===== config.mk =====
export PLATFORM = sky130hd
export DESIGN_NAME = sensor_two_wire_word_reader
export DESIGN_NICKNAME = d
export VERILOG_FILES = /design/src/rtl/stwr_pkg.sv /design/src/rtl/sensor_two_wire_word_reader.sv
export SDC_FILE = /design/constraint.sdc
export NUM_CORES = 1
export LEC_CHECK = 0
export BUFFER_PORTS_ARGS = -buffer_cell sky130_fd_sc_hd__buf_2
export CAP_MARGIN = 0
export CORE_ASPECT_RATIO = 0.6
export CORE_MARGIN = 5
export CORE_UTILIZATION = 25
export DETAILED_ROUTE_END_ITERATION = 10
export GPL_TIMING_DRIVEN = 0
export PLACE_DENSITY = 0.38
export SKIP_LAST_GASP = 1
export SLEW_MARGIN = 20
export SYNTH_ARGS = -nofsm -noshare
export SYNTH_HDL_FRONTEND = slang
export SYNTH_SLANG_ARGS = --single-unit

===== constraint.sdc =====
create_clock -name i_clk -period 4.6 [get_ports i_clk]
set_input_delay 0.46 -clock i_clk [delete_from_list [all_inputs] [get_ports i_clk]]
set_output_delay 0.46 -clock i_clk [all_outputs]
set_load 0.02 [all_outputs]

===== src/rtl/stwr_pkg.sv =====
// Package with the sequencer step type, the result type and fixed widths of the two-wire word reader.
package stwr_pkg;

    localparam int unsigned PHASE_W   = 16;
    localparam int unsigned WORD_W    = 16;
    localparam int unsigned BYTE_W    = 8;
    localparam int unsigned BITCNT_W  = 4;
    localparam int unsigned IN_DATA_W = 16;
    localparam int unsigned OUT_DATA_W = 24;
    localparam logic [BITCNT_W-1:0] BITS_PER_BYTE = 4'd8;

    typedef enum logic [4:0] {
        ST_IDLE    = 5'd0,
        ST_S1      = 5'd1,
        ST_S2      = 5'd2,
        ST_S3      = 5'd3,
        ST_S4      = 5'd4,
        ST_S5      = 5'd5,
        ST_CSET    = 5'd6,
        ST_CHIGH   = 5'd7,
        ST_CLOW    = 5'd8,
        ST_AHIGH   = 5'd9,
        ST_ASAMPLE = 5'd10,
        ST_WREL    = 5'd11,
        ST_WLOW    = 5'd12,
        ST_RHIGH   = 5'd13,
        ST_RSAMPLE = 5'd14,
        ST_KHIGH   = 5'd15,
        ST_KLOW    = 5'd16,
        ST_RGAP    = 5'd17,
        ST_FINISH  = 5'd18
    } t_step;

    typedef struct packed {
        logic [WORD_W-1:0] word;
        logic              no_ack;
        logic              done_res;
        logic              busy_res;
        logic              data_pull_low;
        logic              clock_out;
    } t_result;

endpackage


===== src/rtl/sensor_two_wire_word_reader.sv =====
// Top level of the two-wire sensor word reader: tick-driven bit sequencer.
//
// Every input beat on the slave stream is one tick of the bit sequencer. It
// carries the start request, the command byte and the sampled data line level
// in tdata, and the opcode in tuser. Every accepted beat yields exactly one
// result beat on the master stream with the clock and data-pull line levels,
// the busy and done flags, the no-acknowledge flag and the received word.
// The result of a tick appears in the output register in the cycle after its
// beat is accepted. One beat is taken every cycle: the step logic is a single
// pass from the state registers and the input beat to the output register, so
// the only limit on throughput is the receiver taking results.
// When the receiver stalls, the result is held in the output register and a
// new input beat is taken only in a cycle where that register empties.
// The configuration channel writes phase_ticks, the number of ticks between
// line changes; it is always ready and should only be written while idle.
// A phase_ticks of zero behaves as one.
// Synchronous active-low reset puts the sequencer in its idle step with the
// clock low, the data line released, the received word cleared and
// phase_ticks at one; the output register is emptied.
module sensor_two_wire_word_reader (
    input  logic        i_clk,
    input  logic        i_rst_n,
    // Configuration write channel: phase_ticks.
    input  logic        i_cfg_valid,
    output logic        o_cfg_ready,
    input  logic [stwr_pkg::PHASE_W-1:0] i_cfg_data,
    // Input tick stream.
    input  logic        s_axis_tvalid,
    output logic        s_axis_tready,
    // Fields from bit 0: start_req[0], command[8:1], data_in[9], zero pad [15:10].
    input  logic [stwr_pkg::IN_DATA_W-1:0] s_axis_tdata,
    // Fields from bit 0: opcode[0].
    input  logic        s_axis_tuser,
    // Result stream.
    output logic        m_axis_tvalid,
    input  logic        m_axis_tready,
    // Fields from bit 0: clock_out[0], data_pull_low[1], busy_res[2],
    // done_res[3], no_ack[4], word[20:5], zero pad [23:21].
    output logic [stwr_pkg::OUT_DATA_W-1:0] m_axis_tdata
);
    import stwr_pkg::*;

    // Configuration register.
    logic [PHASE_W-1:0]  r_phase;

    // Sequencer state.
    t_step               r_step, n_step;
    logic [BITCNT_W-1:0] r_bit_count, n_bit_count;
    logic [BYTE_W-1:0]   r_shift, n_shift;
    logic                r_byte_index, n_byte_index;
    logic [WORD_W-1:0]   r_word, n_word;
    logic [PHASE_W-1:0]  r_delay, n_delay;
    logic                r_opcode, n_opcode;
    logic                r_clock, n_clock;
    logic                r_pull, n_pull;

    // Output register.
    logic                r_out_valid;
    t_result             r_out, n_out;

    logic                in_beat;
    logic                in_start;
    logic [BYTE_W-1:0]   in_command;
    logic                in_data;
    logic [PHASE_W-1:0]  phase_load;
    logic [BITCNT_W-1:0] bit_count_inc;
    logic [BYTE_W-1:0]   shift_up;
    logic [BYTE_W-1:0]   shift_in;
    logic                done_flag;
    logic                nack_flag;

    assign o_cfg_ready   = 1'b1;
    assign s_axis_tready = !r_out_valid || m_axis_tready;
    assign in_beat       = s_axis_tvalid && s_axis_tready;

    assign in_start   = s_axis_tdata[0];
    assign in_command = s_axis_tdata[8:1];
    assign in_data    = s_axis_tdata[9];

    // Reload value of the delay counter: the tick making a change is the
    // first tick of its phase, and zero acts as one.
    assign phase_load    = (r_phase == '0) ? '0 : r_phase - 1'b1;
    assign bit_count_inc = r_bit_count + 1'b1;
    assign shift_up      = {r_shift[BYTE_W-2:0], 1'b0};
    assign shift_in      = {r_shift[BYTE_W-2:0], in_data};

    // Next-state logic for one tick.
    always_comb begin
        n_step       = r_step;
        n_bit_count  = r_bit_count;
        n_shift      = r_shift;
        n_byte_index = r_byte_index;
        n_word       = r_word;
        n_delay      = r_delay;
        n_opcode     = r_opcode;
        n_clock      = r_clock;
        n_pull       = r_pull;
        done_flag    = 1'b0;
        nack_flag    = 1'b0;

        if (r_step != ST_IDLE && r_delay != '0) begin
            n_delay = r_delay - 1'b1;
        end else begin
            unique case (r_step)
                ST_IDLE: begin
                    if (in_start) begin
                        n_opcode     = s_axis_tuser;
                        n_shift      = in_command;
                        n_bit_count  = '0;
                        n_byte_index = 1'b0;
                        n_word       = '0;
                        n_clock      = 1'b1;
                        n_delay      = phase_load;
                        n_step       = ST_S1;
                    end
                end
                ST_S1: begin
                    n_pull = 1'b1; n_delay = phase_load; n_step = ST_S2;
                end
                ST_S2: begin
                    n_clock = 1'b0; n_delay = phase_load; n_step = ST_S3;
                end
                ST_S3: begin
                    n_clock = 1'b1; n_delay = phase_load; n_step = ST_S4;
                end
                ST_S4: begin
                    n_pull = 1'b0; n_delay = phase_load; n_step = ST_S5;
                end
                ST_S5: begin
                    n_clock = 1'b0; n_delay = phase_load; n_step = ST_CSET;
                end
                ST_CSET: begin
                    n_pull  = !r_shift[BYTE_W-1];
                    n_delay = phase_load;
                    n_step  = ST_CHIGH;
                end
                ST_CHIGH: begin
                    n_clock = 1'b1; n_delay = phase_load; n_step = ST_CLOW;
                end
                ST_CLOW: begin
                    n_clock     = 1'b0;
                    n_shift     = shift_up;
                    n_bit_count = bit_count_inc;
                    n_delay     = phase_load;
                    if (bit_count_inc < BITS_PER_BYTE) begin
                        n_pull = !shift_up[BYTE_W-1];
                        n_step = ST_CHIGH;
                    end else begin
                        n_pull = 1'b0;
                        n_step = ST_AHIGH;
                    end
                end
                ST_AHIGH: begin
                    n_clock = 1'b1; n_delay = phase_load; n_step = ST_ASAMPLE;
                end
                ST_ASAMPLE: begin
                    n_clock = 1'b0;
                    if (in_data) begin
                        done_flag = 1'b1;
                        nack_flag = 1'b1;
                        n_step    = ST_IDLE;
                    end else begin
                        n_step = ST_WREL;
                    end
                end
                ST_WREL: begin
                    if (in_data) begin
                        if (r_opcode) begin
                            done_flag = 1'b1;
                            n_step    = ST_IDLE;
                        end else begin
                            n_step = ST_WLOW;
                        end
                    end
                end
                ST_WLOW: begin
                    if (!in_data) begin
                        n_bit_count = '0;
                        n_shift     = '0;
                        n_delay     = phase_load;
                        n_step      = ST_RHIGH;
                    end
                end
                ST_RGAP: begin
                    n_bit_count = '0;
                    n_shift     = '0;
                    n_delay     = phase_load;
                    n_step      = ST_RHIGH;
                end
                ST_RHIGH: begin
                    n_clock = 1'b1; n_delay = phase_load; n_step = ST_RSAMPLE;
                end
                ST_RSAMPLE: begin
                    n_shift     = shift_in;
                    n_clock     = 1'b0;
                    n_bit_count = bit_count_inc;
                    n_delay     = phase_load;
                    if (bit_count_inc < BITS_PER_BYTE) begin
                        n_step = ST_RHIGH;
                    end else begin
                        // The first byte lands in the upper half and is
                        // acknowledged; the second fills the lower half.
                        if (!r_byte_index) begin
                            n_word = {shift_in, {BYTE_W{1'b0}}};
                            n_pull = 1'b1;
                        end else begin
                            n_word = {r_word[WORD_W-1:BYTE_W], shift_in};
                        end
                        n_step = ST_KHIGH;
                    end
                end
                ST_KHIGH: begin
                    n_clock = 1'b1; n_delay = phase_load; n_step = ST_KLOW;
                end
                ST_KLOW: begin
                    n_clock = 1'b0;
                    n_pull  = 1'b0;
                    n_delay = phase_load;
                    if (!r_byte_index) begin
                        n_byte_index = 1'b1;
                        n_step       = ST_RGAP;
                    end else begin
                        n_step = ST_FINISH;
                    end
                end
                ST_FINISH: begin
                    done_flag = 1'b1;
                    n_step    = ST_IDLE;
                end
                default: begin
                    n_step  = ST_IDLE;
                    n_clock = 1'b0;
                    n_pull  = 1'b0;
                end
            endcase
        end
    end

    // Result fields of the tick, taken after its changes.
    always_comb begin
        n_out.clock_out     = n_clock;
        n_out.data_pull_low = n_pull;
        n_out.busy_res      = (n_step != ST_IDLE);
        n_out.done_res      = done_flag;
        n_out.no_ack        = nack_flag;
        n_out.word          = n_word;
    end

    always_ff @(posedge i_clk) begin
        if (!i_rst_n) begin
            r_phase      <= PHASE_W'(1);
            r_step       <= ST_IDLE;
            r_bit_count  <= '0;
            r_shift      <= '0;
            r_byte_index <= 1'b0;
            r_word       <= '0;
            r_delay      <= '0;
            r_opcode     <= 1'b0;
            r_clock      <= 1'b0;
            r_pull       <= 1'b0;
            r_out_valid  <= 1'b0;
        end else begin
            if (i_cfg_valid) begin
                r_phase <= i_cfg_data;
            end
            if (in_beat) begin
                r_step       <= n_step;
                r_bit_count  <= n_bit_count;
                r_shift      <= n_shift;
                r_byte_index <= n_byte_index;
                r_word       <= n_word;
                r_delay      <= n_delay;
                r_opcode     <= n_opcode;
                r_clock      <= n_clock;
                r_pull       <= n_pull;
                r_out_valid  <= 1'b1;
            end else if (m_axis_tready) begin
                r_out_valid <= 1'b0;
            end
        end
    end

    // Result payload needs no reset; it is only looked at with its valid.
    always_ff @(posedge i_clk) begin
        if (in_beat) begin
            r_out <= n_out;
        end
    end

    assign m_axis_tvalid = r_out_valid;
    assign m_axis_tdata  = {{(OUT_DATA_W - $bits(t_result)){1'b0}}, r_out};

    // The delay counter only runs outside the idle step.
    a_idle_no_delay: assert property (@(posedge i_clk) disable iff (!i_rst_n)
        (r_step == ST_IDLE) |-> (r_delay == '0))
        else $error("delay counter nonzero while idle");

    // The bit counter never passes one full byte.
    a_bit_count_range: assert property (@(posedge i_clk) disable iff (!i_rst_n)
        r_bit_count <= BITS_PER_BYTE)
        else $error("bit counter beyond a byte");

    // A done beat always reports the sequencer back at idle.
    a_done_not_busy: assert property (@(posedge i_clk) disable iff (!i_rst_n)
        (r_out_valid && r_out.done_res) |-> !r_out.busy_res)
        else $error("done reported while still busy");

    // No-acknowledge is only flagged together with done.
    a_nack_with_done: assert property (@(posedge i_clk) disable iff (!i_rst_n)
        (r_out_valid && r_out.no_ack) |-> r_out.done_res)
        else $error("no_ack without done");

    // A stalled result stays in the output register unchanged.
    a_stall_holds: assert property (@(posedge i_clk) disable iff (!i_rst_n)
        (r_out_valid && !m_axis_tready) |=> (r_out_valid && $stable(r_out)))
        else $error("stalled result lost or changed");

endmodule

* Yosys cells after proc, flatten, opt, wreduce, memory -nomap -nowiden
Index checks and enable logic that the tools add are counted. Widths: inputs -> output; s select.
Word-level totals: bits of input ports 38, flip-flop bits (word level) 91
Cells by class: reduce and logical (&&, ||, !) cells 27, order comparisons 1, bitwise gates (word level) 2, equality and inequality tests 22, muxes and demuxes 42, $add $sub $neg 3
Operators by type and width (count):
- $mux 16 | 8
- $pmux 5 s18 | 1
- $pmux 16 s3 | 1
- $eq 5x4->1 const B | 8
- $pmux 8 s5 | 1
- $pmux 16 s2 | 1
- $sub 16x1->16 const B | 2
- $eq 5x3->1 const B | 4
- $mux 4 | 5
- $mux 5 | 4
- $logic_not 16->1 | 1
- $mux 8 | 2
- $pmux 4 s4 | 1
- $reduce_bool 16->1 | 1
- $eq 5x5->1 const B | 3
- $reduce_bool 5->1 | 3
- $reduce_or 14->1 | 1
- $reduce_or 13->1 | 1
- $mux 1 | 12
- $reduce_and 4->1 | 3
- $eq 5x2->1 const B | 2
- $reduce_and 5->1 | 2
- $reduce_bool 4->1 | 2
- $reduce_or 7->1 | 1
- 17 further kinds | 27

* Depth between registers and ports, before layout
word-level depth 6, gate-level depth with buffers 10

* Worst setup path after synthesis
Ideal clock, no wire load.
kind register to register, start point register r_out_valid, in the netlist m_axis_tvalid, end point register r_delay[1], data arrival time 2.440 ns, clock period less this slack 2.556 ns, required time 4.484 ns, cell stages (with the launch flop) 10, path slack 2.044 ns, cell sequence dfxtp_1 -> nor2b_1 -> inv_1 -> nand2_1 -> inv_1 -> clkbuf_1 -> a21o_1 -> clkbuf_1 -> o211ai_1 -> o211a_1
On the way: cells in the longest elaborated chain, start to end 4
RTL lines:
- from (decl) | RTL line sensor_two_wire_word_reader.sv:58 | logic r_out_valid;
- from (signal assigned) | RTL line sensor_two_wire_word_reader.sv:261 | r_out_valid <= 1'b0;
- from (signal assigned) | RTL line sensor_two_wire_word_reader.sv:276 | r_out_valid <= 1'b1;
- from (signal assigned) | RTL line sensor_two_wire_word_reader.sv:278 | r_out_valid <= 1'b0;
- $logic_not 1->1 | RTL line sensor_two_wire_word_reader.sv:73 | assign s_axis_tready = !r_out_valid || m_axis_tready;
- $logic_or 1x1->1 | RTL line sensor_two_wire_word_reader.sv:73
- named net s_axis_tready | RTL line sensor_two_wire_word_reader.sv:29 | output logic s_axis_tready,
- $logic_and 1x1->1 | RTL line sensor_two_wire_word_reader.sv:74 | assign in_beat = s_axis_tvalid && s_axis_tready;
- named net in_beat | RTL line sensor_two_wire_word_reader.sv:61 | logic in_beat;
- $reduce_and 4->1 (no source line)
- to (signal assigned) | RTL line sensor_two_wire_word_reader.sv:272 | r_delay <= n_delay;
- to (decl) | RTL line sensor_two_wire_word_reader.sv:52 | logic [PHASE_W-1:0] r_delay, n_delay;
The timed path passes the listed nets, and every way through them passes these cells. A chain may end at the register's enable or synchronous reset.

* Worst setup path after layout
start point register r_delay[0], end point register r_step[2]
On the way: cells in the longest elaborated chain, start to end 3
RTL lines:
- $reduce_bool 16->1 | RTL line sensor_two_wire_word_reader.sv:101 | if (r_step != ST_IDLE && r_delay != '0) begin
- $logic_and 1x1->1 | RTL line sensor_two_wire_word_reader.sv:101
- $mux 5 | RTL line sensor_two_wire_word_reader.sv:101
- to (signal assigned) | RTL line sensor_two_wire_word_reader.sv:267 | r_step <= n_step;
- to (decl) | RTL line sensor_two_wire_word_reader.sv:47 | t_step r_step, n_step;
No other way between the ends.

==> flow_metrics.env <==
export IMPL_outcome="complete, no violations"
export IMPL_endpoint_kind="flop"
export IMPL_hold_class="input port to flop"
export IMPL_grt_max_degree=29
export IMPL_rsz0062_at_grt="false"
export IMPL_synth_edff_count=21
export IMPL_async_reset_ff_frac=0
export IMPL_grt_use_total=0.146
export IMPL_critical_path_class="flop to flop"
export IMPL_rr_startpoint="r_delay[0]"
export IMPL_netlist_area_leader_share=0.281
export IMPL_vias_per_cell=5.17
export IMPL_whs_path_depth=3
export IMPL_cts_tree="built"
export IMPL_fin_ws_ns=1.63
export IMPL_postSynthCellCount=548
export IMPL_detail_route_iter0_violations=360
export IMPL_post_cts_resized=0
export IMPL_clock_fmax_mhz=337
export IMPL_synthTopCellsByArea="dfxtp_1 (28%), edfxtp_1 (13%), mux2i_1 (4.0%)"
export IMPL_finalCritPeriodShare=0.645
export IMPL_mostFrequentLayoutCell="dfxtp_1"
export IMPL_crit_fanout=10
export IMPL_maxSlewHeadroom=0.332
export IMPL_drive_gt1_frac=0.173
export IMPL_die_w_microns=192
export IMPL_worstSetupStartpointType="flop"
export IMPL_netlist_area_sq_um=4980
export IMPL_worst_pin_slew_ns=1.00
export IMPL_arrival_ns=3.19
export IMPL_nets=655
export IMPL_crit_start="r_delay[0]"
export IMPL_avgRoutedWirePerCell_microns=18.7
export IMPL_htreeDepth=3
export IMPL_clockRootBuffer="clkbuf_16"
export IMPL_p_per_area_nw_per_um2=636
export IMPL_min_period_ns=2.97
export IMPL_initial_core_util=0.252
export IMPL_wl_microns=16700
export IMPL_reg2reg_to="r_step[2]"
export IMPL_path_clk_slew_ns=0.07
export IMPL_coreArea_sq_um=19800
export IMPL_ir_worst_vdd_uv=321
export IMPL_clock_latency_ns=0.34
export IMPL_finalSetupTns_ns=0
export IMPL_ios=65
export IMPL_dp_slack_ns=1.75
export IMPL_synth_cell_types=70
export IMPL_required_ns=4.82
export IMPL_avgSynthCellArea_sq_um=9.09
export IMPL_drc=0
export IMPL_antenna_left=0
export IMPL_antenna_diode_count=0
export IMPL_seq_area_frac_synth=0.408
export IMPL_finalSetupViolations=0
export IMPL_grt_pass1_wl_microns=26000
export IMPL_antenna_found_initial=0
export IMPL_grt_pass1_vias=4221
export IMPL_grt_ovfl_total=0
export IMPL_place_gp_congestion=0.953
export IMPL_num_vias=4610
export IMPL_synth_top_cell_by_area="dfxtp_1"
export IMPL_slew_viol_final=0
export IMPL_rows=40
export IMPL_synthToLayoutAreaGrowth_pct=19.0
export IMPL_ys_warn_count=0
export IMPL_power_leakage_uw=0.00230
export IMPL_die_area_sq_um=22900
export IMPL_clock_path_buffers=2
export IMPL_reg2reg_setup_slack_ns=1.63
export IMPL_postCtsHoldBufs=0
export IMPL_hold_violations=0
export IMPL_ys_ff_latch=91
export IMPL_rr_worst_depth=9
export IMPL_min_to="r_phase[0]"
export IMPL_io_buffers=52
export IMPL_clock_sinks=91
export IMPL_numCtsBuffers=9
export IMPL_ys_flop_type="dfxtp_1"
export IMPL_maxCapViolCount=0
export IMPL_die_h_microns=119
export IMPL_hp_start="i_cfg_data[0]"
export IMPL_cts_setup_buffers=0
export IMPL_final_util=0.300
export IMPL_layout_common_cells="dfxtp_1 (70), buf_2 (58), nand2_1 (39)"
export IMPL_dp_hpwl_microns=12600
export IMPL_drt_pass1_iterations=5
export IMPL_skew_ns=0.0105
-- critical path, cell delays in order, from the launching register on --
cell	delay [ns]
dfxtp_1	0.36
inv_1	0.07
ha_1	0.18
nor3b_2	0.46
nand3_1	0.43
o21ai_2	0.33
buf_4	0.25
buf_2	0.31
a21oi_1	0.11
nor3b_1	0.35
-- power by group --
part	switching (uW)	total [uW]	leakage (uW)	internal [uW]
registers	152	1100	0.000780	952
clock network	321	791	0.000152	470
logic	1260	1870	0.00137	613
-- worst max-delay path by stage --
stage,slack (ns),depth (start not counted),end
after floorplan,2.04,9,r_delay[1]
after global placement,0.93,10,r_delay[6]
after detailed placement,1.75,8,r_delay[6]
after CTS,1.72,10,r_delay[13]
after global routing,1.42,8,m_axis_tdata[2]
final,1.63,9,r_step[2]
-- through the flow --
step | hold WS, ns | power, uW | std cells | cell area (sq um)
after floorplan | 0.449 | 2350 | 550 | 4990
after global placement | 0.462 | 2970 | 875 | 5590
after detailed placement | 0.464 | 2950 | 876 | 5610
after CTS | 0.331 | 3760 | 892 | 5930
after global routing | 0.343 | 4000 | 892 | 5930
final | 0.341 | 3770 | 892 | 5930
-- metal layers --
metal  share of wire  up-vias  GRT usage  wire length (microns)
met1            0.56     2252      0.251                   9390
met3           0.055       17     0.0296                    920
met2            0.37      157      0.177                   6220
li1                -     2184          -                      -
met4          0.0085        0     0.0280                    142
met5               0        -          0                      0
-- Yosys cell counts, types with 3 or more instances --
cell type	count
a22oi_1	9
o32ai_1	4
xor2_1	4
edfxtp_1	21
buf_2	6
or3_1	7
buf_4	5
o211ai_1	8
nand3_1	18
a31oi_1	6
nor3b_1	5
nand2_1	39
clkbuf_1	27
xnor2_1	8
dfxtp_1	70
ha_1	3
a21oi_1	17
nor2_1	32
o22ai_1	5
nand2b_1	6
o21a_1	10
nor3_1	23
or4_1	4
inv_1	12
and3_1	6
a21boi_0	16
a22o_1	21
a211oi_1	3
nor2b_1	21
mux2i_1	20
o21ai_0	27
and2_1	4
a22o_2	13
o211a_1	12
nor4_1	6
-- flip-flops by register name, indices dropped and copies added, names as in the netlist --
| register | count |
|---|---|
| m_axis_tvalid | 1 |
| r_delay | 16 |
| m_axis_tdata | 21 |
| r_pull | 1 |
| r_word | 16 |
| r_byte_index | 1 |
| r_phase | 16 |
| r_shift | 8 |
| r_clock | 1 |
| r_bit_count | 4 |
| r_step | 5 |
| r_opcode | 1 |
-- final cells by class --
cell class	count	area [sq um]
clock buffer	13	272
buffer	41	189
multi-input combinational	405	2720
inverter	13	48.8
clock inverter	3	43.8
fill	2080	13800
sequential	91	2030
tap	273	342
timing repair buffer	53	280
-- cells by family (layout without fill, tap and decap cells) --
| group | Yosys count | in the layout | share of synthesized area |
|---|---|---|---|
| flip-flops | 91 | 91 | 0.408 |
| adder cells (fa/ha/maj) | 3 | 3 | 0.00754 |
| multiplexers | 20 | 20 | 0.0402 |
| XOR/XNOR | 12 | 12 | 0.0211 |
| other | 2 | 4 | 0.00151 |
| buffers and inverters | 54 | 123 | 0.0475 |
| AND/OR/NAND/NOR | 187 | 187 | 0.200 |
| AO/OA/AOI/OAI | 179 | 179 | 0.274 |
(Power assumes the default switching activity.)
